`config.mk`:
```
export PLATFORM = sky130hd
export DESIGN_NAME = robot_drive_obstacle_steering_flat
export DESIGN_NICKNAME = d
export VERILOG_FILES = /design/src/hw/rtl/rdos_pkg.sv /design/src/hw/rtl/rdos_if.sv /design/src/hw/rtl/rdos_scan.sv /design/src/hw/rtl/robot_drive_obstacle_steering.sv /design/src/flat_wrapper.sv
export VERILOG_INCLUDE_DIRS = /design/src /design/src/hw/rtl
export SDC_FILE = /design/constraint.sdc
export NUM_CORES = 1
export LEC_CHECK = 0
export CAP_MARGIN = 20
export CORE_MARGIN = 2
export CORE_UTILIZATION = 60
export CTS_BUF_LIST = sky130_fd_sc_hd__clkbuf_4
export DETAILED_ROUTE_END_ITERATION = 8
export DONT_BUFFER_PORTS = 1
export PLACE_DENSITY = 0.76
export SLEW_MARGIN = 10
export SYNTH_ARGS = -nofsm -noshare
export SYNTH_HDL_FRONTEND = slang
export SYNTH_SLANG_ARGS = --single-unit
```
`constraint.sdc`:
```
create_clock -name clk -period 9.8 [get_ports clk]
set_input_delay 0.98 -clock clk [delete_from_list [all_inputs] [get_ports clk]]
set_output_delay 0.98 -clock clk [all_outputs]
set_load 0.01 [all_outputs]
```
`src/hw/rtl/robot_drive_obstacle_steering_defines.svh`:
```
// assertion macros for the drive and obstacle steering block
// no dependencies; taken in by files that carry concurrent checks
`ifndef ROBOT_DRIVE_OBSTACLE_STEERING_DEFINES_SVH
`define ROBOT_DRIVE_OBSTACLE_STEERING_DEFINES_SVH

// same-cycle implication, off during reset
`define RDOS_ASSERT_IMPL(lbl, clk_s, rst_s, ante, cons) \
  lbl: assert property (@(posedge clk_s) disable iff (rst_s) (ante) |-> (cons)) \
    else $error("rdos check failed");

// next-cycle implication, off during reset
`define RDOS_ASSERT_NEXT(lbl, clk_s, rst_s, ante, cons) \
  lbl: assert property (@(posedge clk_s) disable iff (rst_s) (ante) |=> (cons)) \
    else $error("rdos check failed");

`endif

```
`src/hw/rtl/rdos_pkg.sv`:
```
// shared types and constants for the drive and obstacle steering block
// no dependencies; used by the channel interfaces, the scan unit and the top level
`default_nettype none

package rdos_pkg;

  localparam int NUM_SECTORS_DEF = 8;
  localparam int DIST_W          = 16;
  localparam int SECTOR_W        = 4;

  localparam logic [DIST_W-1:0] THRESH_RESET = 16'd500;

  // item kinds
  localparam logic KIND_DRIVE  = 1'b0;
  localparam logic KIND_REPORT = 1'b1;

  // drive command bytes (ascii)
  localparam logic [7:0] CMD_FWD   = 8'h55;  // U
  localparam logic [7:0] CMD_BACK  = 8'h44;  // D
  localparam logic [7:0] CMD_LEFT  = 8'h4C;  // L
  localparam logic [7:0] CMD_RIGHT = 8'h52;  // R
  localparam logic [7:0] CMD_STOP  = 8'h53;  // S
  localparam logic [7:0] CMD_AUTO  = 8'h41;  // A

  // motor direction levels
  localparam logic [3:0] DIR_FWD   = 4'd10;
  localparam logic [3:0] DIR_BACK  = 4'd5;
  localparam logic [3:0] DIR_LEFT  = 4'd15;
  localparam logic [3:0] DIR_RIGHT = 4'd0;

  typedef struct packed {
    logic                start;
    logic                wr_en;
    logic [SECTOR_W-1:0] wr_sector;
    logic [DIST_W-1:0]   wr_dist;
  } scan_req_t;

  typedef struct packed {
    logic                busy;
    logic                done;
    logic [SECTOR_W-1:0] best;
  } scan_rsp_t;

endpackage

`default_nettype wire

```
`src/hw/rtl/rdos_if.sv`:
```
// valid/ready channels of the drive and obstacle steering block
// depends on rdos_pkg for field widths
`default_nettype none

interface rdos_item_if import rdos_pkg::*; ();
  logic                valid;
  logic                ready;
  logic                cmd;
  logic [7:0]          command_byte;
  logic [SECTOR_W-1:0] sector;
  logic [DIST_W-1:0]   distance_mm;

  modport source (output valid, cmd, command_byte, sector, distance_mm, input ready);
  modport sink   (input valid, cmd, command_byte, sector, distance_mm, output ready);
endinterface

interface rdos_result_if;
  logic       valid;
  logic       ready;
  logic [3:0] direction_bits;
  logic       moving;
  logic       auto_mode;
  logic       turn_valid;
  logic       turn_left;
  logic [2:0] turn_units;
  logic [2:0] best_sector;
  logic       unknown_command;

  modport source (output valid, direction_bits, moving, auto_mode, turn_valid, turn_left,
                  turn_units, best_sector, unknown_command, input ready);
  modport sink   (input valid, direction_bits, moving, auto_mode, turn_valid, turn_left,
                  turn_units, best_sector, unknown_command, output ready);
endinterface

interface rdos_cfg_if import rdos_pkg::*; ();
  logic              valid;
  logic              ready;
  logic [DIST_W-1:0] data;

  modport source (output valid, data, input ready);
  modport sink   (input valid, data, output ready);
endinterface

`default_nettype wire

```
`src/hw/rtl/rdos_scan.sv`:
```
// sector distance store and argmax scan over sectors 1..NUM_SECTORS-1
// one comparator, one sector per cycle; depends on rdos_pkg and the defines header
`default_nettype none
`include "robot_drive_obstacle_steering_defines.svh"

module rdos_scan import rdos_pkg::*; #(
  parameter int NUM_SECTORS = NUM_SECTORS_DEF
) (
  input  wire            clk,
  input  wire            rst,
  input  wire scan_req_t req,
  output scan_rsp_t      rsp
);

  localparam int SEC_W = $clog2(NUM_SECTORS);
  localparam int IDX_W = SEC_W + 1;
  localparam logic [IDX_W-1:0] IDX_END   = IDX_W'(NUM_SECTORS);
  localparam logic [IDX_W-1:0] IDX_FIRST = IDX_W'(2);

  logic [DIST_W-1:0] dist_mem [NUM_SECTORS];
  logic [DIST_W-1:0] top;
  logic [SEC_W-1:0]  best;
  logic [IDX_W-1:0]  idx;
  logic              busy;
  logic              done;
  logic [DIST_W-1:0] cand;

  assign cand = dist_mem[idx[SEC_W-1:0]];

  always_ff @(posedge clk) begin
    if (rst) begin
      for (int i = 0; i < NUM_SECTORS; i++) begin
        dist_mem[i] <= '0;
      end
      busy <= 1'b0;
      done <= 1'b0;
    end else begin
      done <= 1'b0;
      if (req.wr_en) begin
        dist_mem[req.wr_sector[SEC_W-1:0]] <= req.wr_dist;
      end
      if (req.start) begin
        // sector 1 seeds the search
        top  <= dist_mem[1];
        best <= SEC_W'(1);
        idx  <= IDX_FIRST;
        busy <= 1'b1;
      end else if (busy) begin
        if (idx == IDX_END) begin
          busy <= 1'b0;
          done <= 1'b1;
        end else begin
          // strictly greater keeps the earliest sector on ties
          if (cand > top) begin
            top  <= cand;
            best <= idx[SEC_W-1:0];
          end
          idx <= idx + IDX_W'(1);
        end
      end
    end
  end

  assign rsp.busy = busy;
  assign rsp.done = done;
  assign rsp.best = SECTOR_W'(best);

  `RDOS_ASSERT_NEXT(a_done_pulse, clk, rst, done, !done)
  `RDOS_ASSERT_IMPL(a_no_restart, clk, rst, req.start, !busy)
  `RDOS_ASSERT_IMPL(a_best_range, clk, rst, done,
                    (best != '0) && ({1'b0, best} < IDX_END))
  `RDOS_ASSERT_IMPL(a_no_wr_scanned, clk, rst, busy && req.wr_en, req.wr_sector == '0)

endmodule

`default_nettype wire

```
`src/hw/rtl/robot_drive_obstacle_steering.sv`:
```
// Drive command and obstacle steering. A drive command or a report that does not trigger
// a turn is registered into a pending word on acceptance, and that word moves to the
// output register once the output slot is free; the input is not ready until then. The
// block takes the next word once that result has moved to the output register, even if
// the consumer has not yet taken it. A front-sector report below the threshold in auto
// mode runs an argmax over the stored sector distances on a single comparator, one sector
// per cycle, so such a word keeps the input not ready through the scan and until its
// result has moved to the output register. The sector store is cleared at reset with no
// sweep. The threshold is written through the cfg channel, which is always ready.
`default_nettype none
`include "robot_drive_obstacle_steering_defines.svh"

module robot_drive_obstacle_steering import rdos_pkg::*; #(
  parameter int NUM_SECTORS = NUM_SECTORS_DEF
) (
  input  wire           clk,
  input  wire           rst,
  rdos_item_if.sink     item,
  rdos_result_if.source result,
  rdos_cfg_if.sink      cfg
);

  localparam logic [SECTOR_W:0] SEC_END  = (SECTOR_W+1)'(NUM_SECTORS);
  localparam logic [SECTOR_W:0] SEC_HALF = (SECTOR_W+1)'(NUM_SECTORS / 2);

  typedef enum logic [2:0] {
    ST_IDLE = 3'b001,
    ST_SCAN = 3'b010,
    ST_PUT  = 3'b100
  } state_t;

  typedef struct packed {
    logic [3:0] dir;
    logic       moving;
    logic       auto_m;
    logic       turn_valid;
    logic       turn_left;
    logic [2:0] turn_units;
    logic [2:0] best_sector;
    logic       unknown;
  } res_t;

  state_t            state;
  logic [3:0]        dir_reg;
  logic              moving_flag;
  logic              auto_flag;
  logic [DIST_W-1:0] threshold;
  res_t              pend;
  res_t              out_word;
  logic              out_valid;

  logic       take;
  logic       slot_free;
  logic       load_out;
  logic [3:0] dir_next;
  logic       moving_next;
  logic       auto_next;
  logic       unknown;
  logic       in_range;
  logic       go_scan;

  logic [SECTOR_W:0] best_x;
  logic [SECTOR_W:0] units_x;
  logic              turn_right;

  scan_req_t req;
  scan_rsp_t rsp;

  assign take      = item.valid && item.ready;
  assign slot_free = !out_valid || result.ready;
  assign load_out  = (state == ST_PUT) && slot_free;
  assign in_range  = {1'b0, item.sector} < SEC_END;

  // command decode and report handling
  always_comb begin
    dir_next    = dir_reg;
    moving_next = moving_flag;
    auto_next   = auto_flag;
    unknown     = 1'b0;
    go_scan     = 1'b0;
    if (item.cmd == KIND_DRIVE) begin
      unique case (item.command_byte)
        CMD_FWD:   begin dir_next = DIR_FWD;   moving_next = 1'b1; end
        CMD_BACK:  begin dir_next = DIR_BACK;  moving_next = 1'b1; end
        CMD_LEFT:  begin dir_next = DIR_LEFT;  moving_next = 1'b1; end
        CMD_RIGHT: begin dir_next = DIR_RIGHT; moving_next = 1'b1; end
        CMD_STOP:  begin moving_next = 1'b0; end
        CMD_AUTO:  begin
          auto_next   = 1'b1;
          dir_next    = DIR_FWD;
          moving_next = 1'b1;
        end
        default:   unknown = 1'b1;
      endcase
    end else if (in_range && auto_flag && (item.sector == '0) &&
                 (item.distance_mm < threshold)) begin
      go_scan     = 1'b1;
      dir_next    = DIR_FWD;
      moving_next = 1'b1;
    end
  end

  assign req.start     = take && go_scan;
  assign req.wr_en     = take && (item.cmd == KIND_REPORT) && in_range;
  assign req.wr_sector = item.sector;
  assign req.wr_dist   = item.distance_mm;

  rdos_scan #(
    .NUM_SECTORS(NUM_SECTORS)
  ) u_scan (
    .clk(clk),
    .rst(rst),
    .req(req),
    .rsp(rsp)
  );

  // low half turns right by s, upper half turns left by NUM_SECTORS - s
  assign best_x     = {1'b0, rsp.best};
  assign turn_right = best_x <= SEC_HALF;
  assign units_x    = turn_right ? best_x : (SEC_END - best_x);

  always_ff @(posedge clk) begin
    if (rst) begin
      state       <= ST_IDLE;
      dir_reg     <= DIR_RIGHT;
      moving_flag <= 1'b0;
      auto_flag   <= 1'b0;
      threshold   <= THRESH_RESET;
      out_valid   <= 1'b0;
    end else begin
      if (cfg.valid && cfg.ready) begin
        threshold <= cfg.data;
      end
      if (load_out) begin
        out_valid <= 1'b1;
      end else if (out_valid && result.ready) begin
        out_valid <= 1'b0;
      end
      unique case (state)
        ST_IDLE: begin
          if (take) begin
            dir_reg          <= dir_next;
            moving_flag      <= moving_next;
            auto_flag        <= auto_next;
            pend.dir         <= dir_next;
            pend.moving      <= moving_next;
            pend.auto_m      <= auto_next;
            pend.turn_valid  <= 1'b0;
            pend.turn_left   <= 1'b0;
            pend.turn_units  <= '0;
            pend.best_sector <= '0;
            pend.unknown     <= unknown;
            state            <= go_scan ? ST_SCAN : ST_PUT;
          end
        end
        ST_SCAN: begin
          if (rsp.done) begin
            pend.turn_valid  <= 1'b1;
            pend.turn_left   <= !turn_right;
            pend.turn_units  <= units_x[2:0];
            pend.best_sector <= best_x[2:0];
            state            <= ST_PUT;
          end
        end
        ST_PUT: begin
          if (slot_free) begin
            out_word <= pend;
            state    <= ST_IDLE;
          end
        end
        default: state <= ST_IDLE;
      endcase
    end
  end

  assign item.ready = (state == ST_IDLE);
  assign cfg.ready  = 1'b1;

  assign result.valid           = out_valid;
  assign result.direction_bits  = out_word.dir;
  assign result.moving          = out_word.moving;
  assign result.auto_mode       = out_word.auto_m;
  assign result.turn_valid      = out_word.turn_valid;
  assign result.turn_left       = out_word.turn_left;
  assign result.turn_units      = out_word.turn_units;
  assign result.best_sector     = out_word.best_sector;
  assign result.unknown_command = out_word.unknown;

  `RDOS_ASSERT_NEXT(a_busy_after_take, clk, rst, take, !item.ready)
  `RDOS_ASSERT_IMPL(a_scan_only_in_scan, clk, rst, rsp.busy || rsp.done, state == ST_SCAN)
  `RDOS_ASSERT_IMPL(a_turn_leaves_fwd, clk, rst, out_valid && out_word.turn_valid,
                    out_word.moving && (out_word.dir == DIR_FWD) && out_word.auto_m)
  `RDOS_ASSERT_IMPL(a_turn_not_unknown, clk, rst, out_valid && out_word.unknown,
                    !out_word.turn_valid)

endmodule

`default_nettype wire
```
`src/flat_wrapper.sv`:
```
// flat-port wrapper written by rule: the top's interface ports become plain ports
module robot_drive_obstacle_steering_flat import rdos_pkg::*;
#(
  parameter int NUM_SECTORS = NUM_SECTORS_DEF
)
  (clk, rst, item_valid, item_cmd, item_command_byte, item_sector, item_distance_mm, item_ready, result_valid, result_direction_bits, result_moving, result_auto_mode, result_turn_valid, result_turn_left, result_turn_units, result_best_sector, result_unknown_command, result_ready, cfg_valid, cfg_data, cfg_ready);
  rdos_item_if item_i ();
  rdos_result_if result_i ();
  rdos_cfg_if cfg_i ();
  input  wire clk;
  input  wire rst;
  input wire logic [$bits(item_i.valid)-1:0] item_valid;
  input wire logic [$bits(item_i.cmd)-1:0] item_cmd;
  input wire logic [$bits(item_i.command_byte)-1:0] item_command_byte;
  input wire logic [$bits(item_i.sector)-1:0] item_sector;
  input wire logic [$bits(item_i.distance_mm)-1:0] item_distance_mm;
  output wire logic [$bits(item_i.ready)-1:0] item_ready;
  output wire logic [$bits(result_i.valid)-1:0] result_valid;
  output wire logic [$bits(result_i.direction_bits)-1:0] result_direction_bits;
  output wire logic [$bits(result_i.moving)-1:0] result_moving;
  output wire logic [$bits(result_i.auto_mode)-1:0] result_auto_mode;
  output wire logic [$bits(result_i.turn_valid)-1:0] result_turn_valid;
  output wire logic [$bits(result_i.turn_left)-1:0] result_turn_left;
  output wire logic [$bits(result_i.turn_units)-1:0] result_turn_units;
  output wire logic [$bits(result_i.best_sector)-1:0] result_best_sector;
  output wire logic [$bits(result_i.unknown_command)-1:0] result_unknown_command;
  input wire logic [$bits(result_i.ready)-1:0] result_ready;
  input wire logic [$bits(cfg_i.valid)-1:0] cfg_valid;
  input wire logic [$bits(cfg_i.data)-1:0] cfg_data;
  output wire logic [$bits(cfg_i.ready)-1:0] cfg_ready;
  assign item_i.valid = item_valid;
  assign item_i.cmd = item_cmd;
  assign item_i.command_byte = item_command_byte;
  assign item_i.sector = item_sector;
  assign item_i.distance_mm = item_distance_mm;
  assign item_ready = item_i.ready;
  assign result_valid = result_i.valid;
  assign result_direction_bits = result_i.direction_bits;
  assign result_moving = result_i.moving;
  assign result_auto_mode = result_i.auto_mode;
  assign result_turn_valid = result_i.turn_valid;
  assign result_turn_left = result_i.turn_left;
  assign result_turn_units = result_i.turn_units;
  assign result_best_sector = result_i.best_sector;
  assign result_unknown_command = result_i.unknown_command;
  assign result_i.ready = result_ready;
  assign cfg_i.valid = cfg_valid;
  assign cfg_i.data = cfg_data;
  assign cfg_ready = cfg_i.ready;
  robot_drive_obstacle_steering #(.NUM_SECTORS(NUM_SECTORS)) u_core (.clk(clk), .rst(rst), .item(item_i), .result(result_i), .cfg(cfg_i));
endmodule
```
==> results.cfg, run 1 <==
[outcome]
status = completed

[clock_network]
cts.sink_count = 210
worst_skew_pair.late_latency_ns = 0.65
cts_bufs_inserted = 51
max-clock-path-buffers = 3
post_cts_resize_count = 0
clk_root_buffer_cell = sky130_fd_sc_hd__clkbuf_4
buffer_count_from_post_cts_setup_fixing = 0
ctsHoldBuffers = 0
cts_h_tree_depth = 2
clkTransAtPathRegs_ns = 0.06
cts_tree = built

[worst_setup_path]
crit_chain = buf_4 > mux4_2 > mux2_2 > ha_1 > a21oi_1 > o21ai_0 > nor2b_1 > nor3_1 > o21ai_0 > o21ai_1 > buf_4
crit_arrival_ns = 4.16
buffering_stage_count_on_the_worst_path_with_inverters_included = 2
timing.rr.end = u_core.u_scan.top[13]
timing.critical_path.from_type = register
required_ns = 10.12
r2r_setup_slack_ns = 5.96
ff2ff_path_depth = 11
worst_path_max_delay_cell = sky130_fd_sc_hd__mux4_2
crit_path_end_kind = register
critical_path_max_stage_delay_ns = 0.60
delay_heaviest_family_cp = multiplexers
worstSetupPathType = register to register
timing.critical_path.fanout_max = 32

[run]
max-cap-violations = 0

[worst_hold_path]
hold_class = primary input to register
min_to = u_core.state[2]
timing.hold.worst_path_depth = 1
worst_hold_startpoint = rst

[final_layout]
mostFrequentLayoutCell = sky130_fd_sc_hd__edfxtp_1
final_area_um2 = 10800
largest_reg_flops = 128
most-common-layout-cells = sky130_fd_sc_hd__edfxtp_1 (179), sky130_fd_sc_hd__and2_1 (130), sky130_fd_sc_hd__nor2_1 (81), sky130_fd_sc_hd__clkbuf_4 (70), sky130_fd_sc_hd__inv_1 (42)
largest-register = u_core.u_scan.dist_mem
total_inserted_antenna_cells = 0
fraction_of_layout_instances_using_a_drive_strength_above_1_pct = 20.7
largestRegisters = u_core.u_scan.dist_mem (128), u_core.threshold (16), u_core.u_scan.top (16)
area_delta_synth_final_pct = 9.03
final.fill_count = 1190
nNetsFinal = 876
final_cell_count_no_fill = 1048

[pwr]
pwr_density_cell_nw_per_um2 = 164
irDropWorstVdd_mv = 0.138
power_leakage_nw = 4.18
overall_power_mw = 1.77

[grt]
number_of_global_route_vias_before_repair = 6419
total_overflow_reported_by_the_global_router = 0
globalRouteTotalUtil_pct = 25.2
largest_net_degree_at_the_start_of_global_routing = 33
global_route_wire_length_before_repair_um = 33800
antenna_violations_before_repair = 0

[logic_synthesis]
synth.top_cells.by_area = sky130_fd_sc_hd__edfxtp_1 (54%), sky130_fd_sc_hd__and2_1 (8.2%), sky130_fd_sc_hd__mux4_2 (7.3%), sky130_fd_sc_hd__dfxtp_1 (6.3%), sky130_fd_sc_hd__ha_1 (4.3%)
yosys.area.top_type_share_pct = 54.2
postSynth.topFlopCell = sky130_fd_sc_hd__edfxtp_1
avgSynthCellArea_um2 = 13.1
synth-compound-area-share_pct = 4.33
synthXorXnorAreaFrac_pct = 0.177
synth-adder-area-share_pct = 4.29
yosys-mux-area-fraction_pct = 10.2
post_synth_inst_count = 759
yosys.cell_types.count = 60
synth.yosys.warnings = 0
share_of_synthesized_cell_area_in_and_or_nand_and_nor_gates_pct = 17.3
synth-seq-area-share_pct = 60.4
ys_async_sr_fraction_pct = 0
dominant_combinational_cell_family_by_area_after_synthesis = simple AND/OR/NAND/NOR gates
synth_largest_area_cell = sky130_fd_sc_hd__edfxtp_1
synth_edf_count = 179
synth_seq_cells = 210
post_synth_instance_area_um2 = 9920
synth_fp_nets = 843

[placement]
place.detailed.instances = 956
dp_hpwl_um = 14200
gpl.final_weighted_congestion = 0.821
placed_cell_area_um2 = 10200
io_buffer_count = 0

[detailed_routing]
drt_pass1_iterations = 5
drt-vias-per-instance = 5.92
post_drt_wl_per_cell_um = 21.0
vias = 6204
wirelength_um = 22000
drt_iter0_drc = 497
drc = 0
ant_nets = 0

[timing]
final.setup_skew_ns = 0.0257
setup_total_negative_slack_ns = 0
fin_crit_sh_pct = 39.2
timing.final.setup_violations = 0
measured_slew_at_the_worst_slew_check_pin_ns = 1.13
rsz0062_at_grt = no
slew_headroom_pct = 24.7
report.final.slew_viol_count = 0
timing_hold_violations_final = 0
minimum_clock_period_after_layout_ns = 3.84
clock.fmax_mhz = 261

[floorplan]
fp.dieW_um = 133
coreArea_um2 = 16300
std_cell_rows = 47
num_io_pins = 68
initial_utilization_pct = 60.7
dieArea_um2 = 17600
die-height_um = 133
[cell usage after synthesis (all sizes together), types with 2 or more instances]
master,number
or4b,2
buf,14
a21oi,27
nand4,7
nor3b,2
o211ai,7
o22ai,3
mux4,32
nand3,10
nor2,84
ha,34
and2,131
mux2i,12
a21o,2
mux2,15
nor3,10
nor4b,2
edfxtp,179
a211oi,2
inv,42
nand2,29
dfxtp,31
a31oi,2
nand3b,2
clkbuf,20
a31o,2
nor2b,5
o22a,2
nand2b,9
or3,2
or2,5
o21ai,21
[cells by family (layout without fill, tap and decap cells)]
logic type      Yosys count  in the layout
other cells               1              1
fa+ha+maj                34             34
xor+xnor                  2              2
flops                   210            210
compound gates           72             72
buf+inv                  76            145
mux                      59             59
simple gates            305            305
[worst max-delay path by stage]
| stage | from | to | depth (start not counted) |
|---|---|---|---|
| after detailed placement | item_distance_mm[13] | u_core.u_scan.top[12] | 8 |
| after CTS | register | u_core.u_scan.top[4] | 11 |
| after global placement | item_distance_mm[13] | u_core.u_scan.top[4] | 8 |
| after floorplan | item_distance_mm[13] | u_core.u_scan.best[0] | 7 |
| final | register | u_core.u_scan.top[13] | 11 |
| after global routing | register | u_core.u_scan.top[13] | 11 |
[area by class of cell]
cell class	count	area [um^2]	share of cell area, %
Tap cell	220	275	2.54
Sequential cell	210	6000	55.4
Clock inverter	19	101	0.937
Inverter	42	158	1.46
Clock buffer	70	526	4.86
Multi-Input combinational cell	473	3630	33.6
Timing Repair Buffer	14	128	1.18
[where the power goes]
group / switching [mW] / total [mW] / internal (mW) / leakage (nW)
clock: 0.333 / 0.690 / 0.357 / 0.374
combinational: 0.0476 / 0.0791 / 0.0314 / 1.76
sequential: 0.0101 / 1.00 / 0.993 / 2.05
total: 0.391 / 1.77 / 1.38 / 4.18
[through the flow]
stage / hold slack [ns] / util (%) / setup WS [ns]
floorplan: 0.400 / - / 6.13
global placement: 0.407 / 62.0 / 6.05
detailed placement: 0.405 / 62.1 / 5.93
CTS: 0.374 / 65.9 / 5.96
global route: 0.373 / 66.2 / 5.69
finish: 0.411 / 66.2 / 5.96
[worst reg2reg max path: cells and delay by family (launching register included)]
family                     cells  cell delay (ns)
buffers and inverters          2             0.87
DFF                            1             0.32
AOI/OAI and AO/OA              4             0.87
and+or+nand+nor                2             0.25
muxes                          2             0.93
adders and majority gates      1             0.31
[metal layers]
layer  up-vias  wire length, um  GRT usage, %
li1       2820                -             -
met1      3079             8710          31.9
met2       271            11100          42.5
met3        34             1730          6.32
met4         0              465          9.02
met5         -                0             0
Power figures use the tool's default switching activity.
==> inputs of run 2 (changes only) <==
- PLACE_DENSITY: 0.76 -> 0.79
- clock period: 9.8 -> 3.45 ns (I/O delays scaled with it)
==> run 2 against run 1 <==
Against the previous run: sequential share of layout area is 2.9 points lower; first-iteration DRC count increased by 19%; setup slack worse by 5.7 ns; register-to-register slack got worse by 5.7 ns; non-clock buffer count up 57; sequential power rose to 2.9 times the previous value; clock-buffer cell count is 5 higher; maximum frequency grew 19%; combinational power rose to 3.9 times the previous value; critical path type unchanged.
==> results.cfg, run 2 (synthesized netlist as in run 1, its figures left out) <==
[timing]
final.setup_skew_ns = 0.0542
report.final.slew_viol_count = 0
setup_total_negative_slack_ns = 0
timing.final.setup_violations = 0
slew_headroom_pct = 24.8
layout_setup_ws_ns = 0.233
clock.fmax_mhz = 311
minimum_clock_period_after_layout_ns = 3.22
timing_hold_violations_final = 0
rsz0062_at_grt = no
measured_slew_at_the_worst_slew_check_pin_ns = 1.12
fin_crit_sh_pct = 93.3
fin_worst_hold_slack_ns = 0.0549

[final_layout]
largestRegisters = u_core.u_scan.dist_mem (128), u_core.threshold (16), u_core.u_scan.top (16)
mostFrequentLayoutCell = sky130_fd_sc_hd__edfxtp_1
fraction_of_layout_instances_using_a_drive_strength_above_1_pct = 19.8
nNetsFinal = 933
largest-register = u_core.u_scan.dist_mem
most-common-layout-cells = sky130_fd_sc_hd__edfxtp_1 (179), sky130_fd_sc_hd__and2_1 (130), sky130_fd_sc_hd__nor2_1 (81), sky130_fd_sc_hd__clkbuf_4 (75), sky130_fd_sc_hd__dlygate4sd3_1 (49)
area_delta_synth_final_pct = 15.0
largest_reg_flops = 128
final_cell_count_no_fill = 1114

[grt]
number_of_global_route_vias_before_repair = 6767
globalRouteTotalUtil_pct = 27.0
largest_net_degree_at_the_start_of_global_routing = 33
antenna_violations_before_repair = 2
total_overflow_reported_by_the_global_router = 0
global_route_wire_length_before_repair_um = 36300

[placement]
place.detailed.instances = 965
gpl.final_weighted_congestion = 0.832
io_buffer_count = 0
dp_hpwl_um = 14000
worst_setup_slack_before_clock_tree_synthesis_ns = 0.171

[worst_setup_path]
r2r_setup_slack_ns = 0.23
worst_path_max_delay_cell = sky130_fd_sc_hd__mux4_2
crit_end = u_core.u_scan.top[0]
timing.rr.end = u_core.u_scan.top[0]
ff2ff_path_depth = 11
worstSetupPathType = register to register
timing.critical_path.from_type = register
crit_chain = buf_12 > mux4_2 > mux2_2 > ha_1 > nor2b_1 > o211ai_1 > a211o_1 > nand3_1 > o21ai_0 > o21ai_2 > buf_8
required_ns = 3.76
buffering_stage_count_on_the_worst_path_with_inverters_included = 2
delay_heaviest_family_cp = multiplexers
crit_path_end_kind = register
critical_path_max_stage_delay_ns = 0.54
crit_arrival_ns = 3.53
timing.critical_path.fanout_max = 32
timing.critical_path.depth = 11

[floorplan]
std_cell_rows = 47
coreArea_um2 = 16300
initial_utilization_pct = 60.7
num_io_pins = 68
dieArea_um2 = 17600
fp.dieW_um = 133
die-height_um = 133

[clock_network]
clkTransAtPathRegs_ns = 0.07
cts_h_tree_depth = 2
max-clock-path-buffers = 3
cts.sink_count = 210
worst_skew_pair.late_latency_ns = 0.65
clk_root_buffer_cell = sky130_fd_sc_hd__clkbuf_4
cts_bufs_inserted = 51
cts_tree = built

[pwr]
irDropWorstVdd_mv = 0.465
power_leakage_nw = 4.44
overall_power_mw = 5.22
pwr_density_cell_nw_per_um2 = 458

[detailed_routing]
ant_nets = 0
drt_iter0_drc = 593
wirelength_um = 23600
drt-vias-per-instance = 5.87
post_drt_wl_per_cell_um = 21.2
drt_pass1_iterations = 5
vias = 6543
drc = 0

[run]
max-cap-violations = 0

[outcome]
status = completed

[worst_hold_path]
hold_class = primary input to register
run 2: worst min-delay path by stage:
stage                               startpoint                           end  cells past startpoint
after floorplan                 u_core.pend[9]       u_core.result.auto_mode                      0
after global placement          u_core.pend[2]  u_core.result.best_sector[1]                      0
after detailed placement        u_core.pend[2]  u_core.result.best_sector[1]                      0
after CTS                 item_command_byte[1]             u_core.dir_reg[3]                      3
after global routing                       rst          u_core.u_scan.top[2]                      1
final                                      rst          u_core.u_scan.top[2]                      1
run 2: through the flow:
step                      cell area (um^2)  utilization (%)
final                                11400             69.8
after global placement               10200             62.5
after CTS                            11400             69.6
after floorplan                       9930                -
after global routing                 11400             69.8
after detailed placement             10200             62.5
run 2: metal layers:
metal / global-route usage (%) / vias up / routed length [um]
li1: - / 2946 / -
met5: 0 / - / 0
met3: 5.52 / 61 / 1980
met1: 32.6 / 3180 / 8710
met2: 47.2 / 356 / 12300
met4: 11.9 / 0 / 660
run 2: final cells by class:
cell class                      count  area [um^2]
Antenna cell                        2         5.00
Sequential cell                   210         6000
Fill cell                        1082         4940
Tap cell                          220          275
Inverter                           42          158
Clock buffer                       75          563
Clock inverter                     21          111
Multi-Input combinational cell    473         3610
Timing Repair Buffer               71          688
run 2: power by group:
group          switching, mW  internal [mW]
clock                  0.986           1.08
combinational          0.174          0.134
sequential            0.0309           2.82
total                   1.19           4.03
run 2: repair_timing:
action / CTS / global route
setup buffers: 0 / 0
gates resized for setup: 0 / 0
hold buffers: 48 / 1
hold endpoints to repair: 169 / 4
run 2: worst reg2reg max path: stages, from the launching register on:
cell	delay [ns]
sky130_fd_sc_hd__dfxtp_2	0.34
sky130_fd_sc_hd__buf_12	0.26
sky130_fd_sc_hd__mux4_2	0.55
sky130_fd_sc_hd__mux2_2	0.30
sky130_fd_sc_hd__ha_1	0.30
sky130_fd_sc_hd__nor2b_1	0.13
sky130_fd_sc_hd__o211ai_1	0.12
sky130_fd_sc_hd__a211o_1	0.28
sky130_fd_sc_hd__nand3_1	0.06
sky130_fd_sc_hd__o21ai_0	0.11
sky130_fd_sc_hd__o21ai_2	0.21
sky130_fd_sc_hd__buf_8	0.24
==> inputs of run 3 (changes only) <==
- CORE_ASPECT_RATIO: not set -> 1.25
- PLACE_DENSITY: 0.79 -> 0.89
==> run 3 against run 2 <==
Against the previous run: routed wire length up 5.3%; clock power down 8%; total power down 3.0%; critical path depth down 1; largest cell class unchanged; largest power group unchanged.
==> results.cfg, run 3 (synthesized netlist as in run 1, its figures left out) <==
[placement]
dp_hpwl_um = 14800
placed_cell_area_um2 = 10200
place.detailed.instances = 963
io_buffer_count = 0
gpl.final_weighted_congestion = 0.845

[worst_setup_path]
worst_path_max_delay_cell = sky130_fd_sc_hd__mux4_2
worstSetupPathType = register to register
timing.critical_path.fanout_max = 19
delay_heaviest_family_cp = compound AO/OA/AOI/OAI gates
critical_path_max_stage_delay_ns = 0.51
crit_path_end_kind = register
ff2ff_path_depth = 10
crit_chain = buf_12 > mux4_2 > mux2_2 > ha_1 > a21oi_1 > o21ai_0 > nor2_1 > nand3_1 > o21ai_0 > o21ai_4
timing.critical_path.from_type = register
required_ns = 3.73
r2r_setup_slack_ns = 0.17
crit_top_cell = sky130_fd_sc_hd__o21ai_0
buffering_stage_count_on_the_worst_path_with_inverters_included = 1
crit_arrival_ns = 3.56
timing.rr.end = u_core.u_scan.top[9]

[grt]
largest_net_degree_at_the_start_of_global_routing = 33
globalRouteTotalUtil_pct = 28.5
antenna_violations_before_repair = 2
total_overflow_reported_by_the_global_router = 0
global_route_wire_length_before_repair_um = 38100
number_of_global_route_vias_before_repair = 7162

[final_layout]
largest-register = u_core.u_scan.dist_mem
largest_reg_flops = 128
final.fill_count = 918
mostFrequentLayoutCell = sky130_fd_sc_hd__edfxtp_1
largestRegisters = u_core.u_scan.dist_mem (128), u_core.threshold (16), u_core.u_scan.top (16)
fraction_of_layout_instances_using_a_drive_strength_above_1_pct = 19.6
nNetsFinal = 929
final_area_um2 = 11300
area_delta_synth_final_pct = 14.2
final_core_util_pct = 69.9
most-common-layout-cells = sky130_fd_sc_hd__edfxtp_1 (179), sky130_fd_sc_hd__and2_1 (130), sky130_fd_sc_hd__nor2_1 (81), sky130_fd_sc_hd__clkbuf_4 (73), sky130_fd_sc_hd__dlygate4sd3_1 (48)
final_cell_count_no_fill = 1096

[pwr]
pwr_density_cell_nw_per_um2 = 447
irDropWorstVdd_mv = 0.551
power_leakage_nw = 4.40

[clock_network]
cts.sink_count = 210
cts_h_tree_depth = 2
clkTransAtPathRegs_ns = 0.07
buffer_count_from_post_cts_setup_fixing = 0
cts_tree = built
max-clock-path-buffers = 3
clk_root_buffer_cell = sky130_fd_sc_hd__clkbuf_4
cts_bufs_inserted = 47
worst_skew_pair.late_latency_ns = 0.61

[run]
max-cap-violations = 0

[timing]
report.final.slew_viol_count = 0
final.setup_skew_ns = 0.0284
setup_total_negative_slack_ns = 0
fin_crit_sh_pct = 95.1
rsz0062_at_grt = no
slew_headroom_pct = 24.0
minimum_clock_period_after_layout_ns = 3.28
timing.final.setup_violations = 0
measured_slew_at_the_worst_slew_check_pin_ns = 1.14
clock.fmax_mhz = 305
timing_hold_violations_final = 0

[detailed_routing]
ant_nets = 0
drt_iter0_drc = 727
drt-vias-per-instance = 6.14
post_drt_wl_per_cell_um = 22.7
drt_pass1_iterations = 6
drc = 0
wirelength_um = 24900
vias = 6724

[outcome]
status = completed

[floorplan]
initial_utilization_pct = 61.2
std_cell_rows = 52
coreArea_um2 = 16200
fp.dieW_um = 119
die-height_um = 148
num_io_pins = 68
dieArea_um2 = 17600

[worst_hold_path]
worst_hold_startpoint = item_command_byte[4]
min_to = u_core.auto_flag
timing.hold.worst_path_depth = 3
hold_class = primary input to register
-- run 3: layout make-up --
| class | count | area, um^2 | area share (%) |
|---|---|---|---|
| flip-flops and latches | 210 | 6000 | 52.9 |
| clock buffers | 73 | 548 | 4.84 |
| diodes | 1 | 2.50 | 0.0221 |
| multi-input cells | 473 | 3620 | 32.0 |
| well taps | 216 | 270 | 2.39 |
| inverters | 42 | 158 | 1.39 |
| repair buffers | 71 | 694 | 6.13 |
| clock inverters | 10 | 37.5 | 0.331 |
-- run 3: power breakdown --
part	total [mW]	internal (mW)	switching [mW]
sequential	2.85	2.82	0.0340
clock	1.90	0.959	0.943
combinational	0.312	0.134	0.178
-- run 3: worst max path at each step --
stage / endpoint / depth (start not counted) / slack [ns] / startpoint
finish: u_core.u_scan.top[9] / 10 / 0.17 / register
detailed placement: u_core.u_scan.top[10] / 10 / 0.16 / register
global placement: u_core.u_scan.top[8] / 10 / 0.22 / register
global route: u_core.u_scan.top[9] / 10 / 0.04 / register
floorplan: u_core.u_scan.best[0] / 11 / 0.30 / register
CTS: u_core.u_scan.top[9] / 10 / 0.1 / register
-- run 3: timing repair --
action                                 CTS  global route
setup endpoints to repair                0            19
resized for setup                        0             1
endpoints found under the hold margin  166             7
hold buffers                            47             1
-- run 3: worst reg2reg max path: stages (launching register included) --
cell and delay [ns]:
sky130_fd_sc_hd__dfxtp_2 0.47, sky130_fd_sc_hd__buf_12 0.19, sky130_fd_sc_hd__mux4_2 0.52, sky130_fd_sc_hd__mux2_2 0.29
sky130_fd_sc_hd__ha_1 0.32, sky130_fd_sc_hd__a21oi_1 0.18, sky130_fd_sc_hd__o21ai_0 0.17, sky130_fd_sc_hd__nor2_1 0.15
sky130_fd_sc_hd__nand3_1 0.08, sky130_fd_sc_hd__o21ai_0 0.30, sky130_fd_sc_hd__o21ai_4 0.27
-- run 3: through the flow --
step | setup WS, ns | power (mW) | hold WS (ns)
detailed placement | 0.161 | 3.13 | 0.405
finish | 0.169 | 5.07 | 0.0408
CTS | 0.0979 | 5.04 | 0.0144
floorplan | 0.300 | 3.06 | 0.400
global placement | 0.219 | 3.11 | 0.406
global route | 0.0408 | 5.22 | 0.0194
-- run 3: routing by layer --
| metal | vias up | wire, um | share of wire, % | GRT usage (%) |
|---|---|---|---|---|
| met1 | 3216 | 8140 | 33 | 31.3 |
| li1 | 2925 | - | - | - |
| met4 | 2 | 1440 | 5.8 | 17.5 |
| met5 | - | 12 | 0.048 | 0 |
| met3 | 128 | 2060 | 8.3 | 5.59 |
| met2 | 453 | 13200 | 53 | 50.8 |
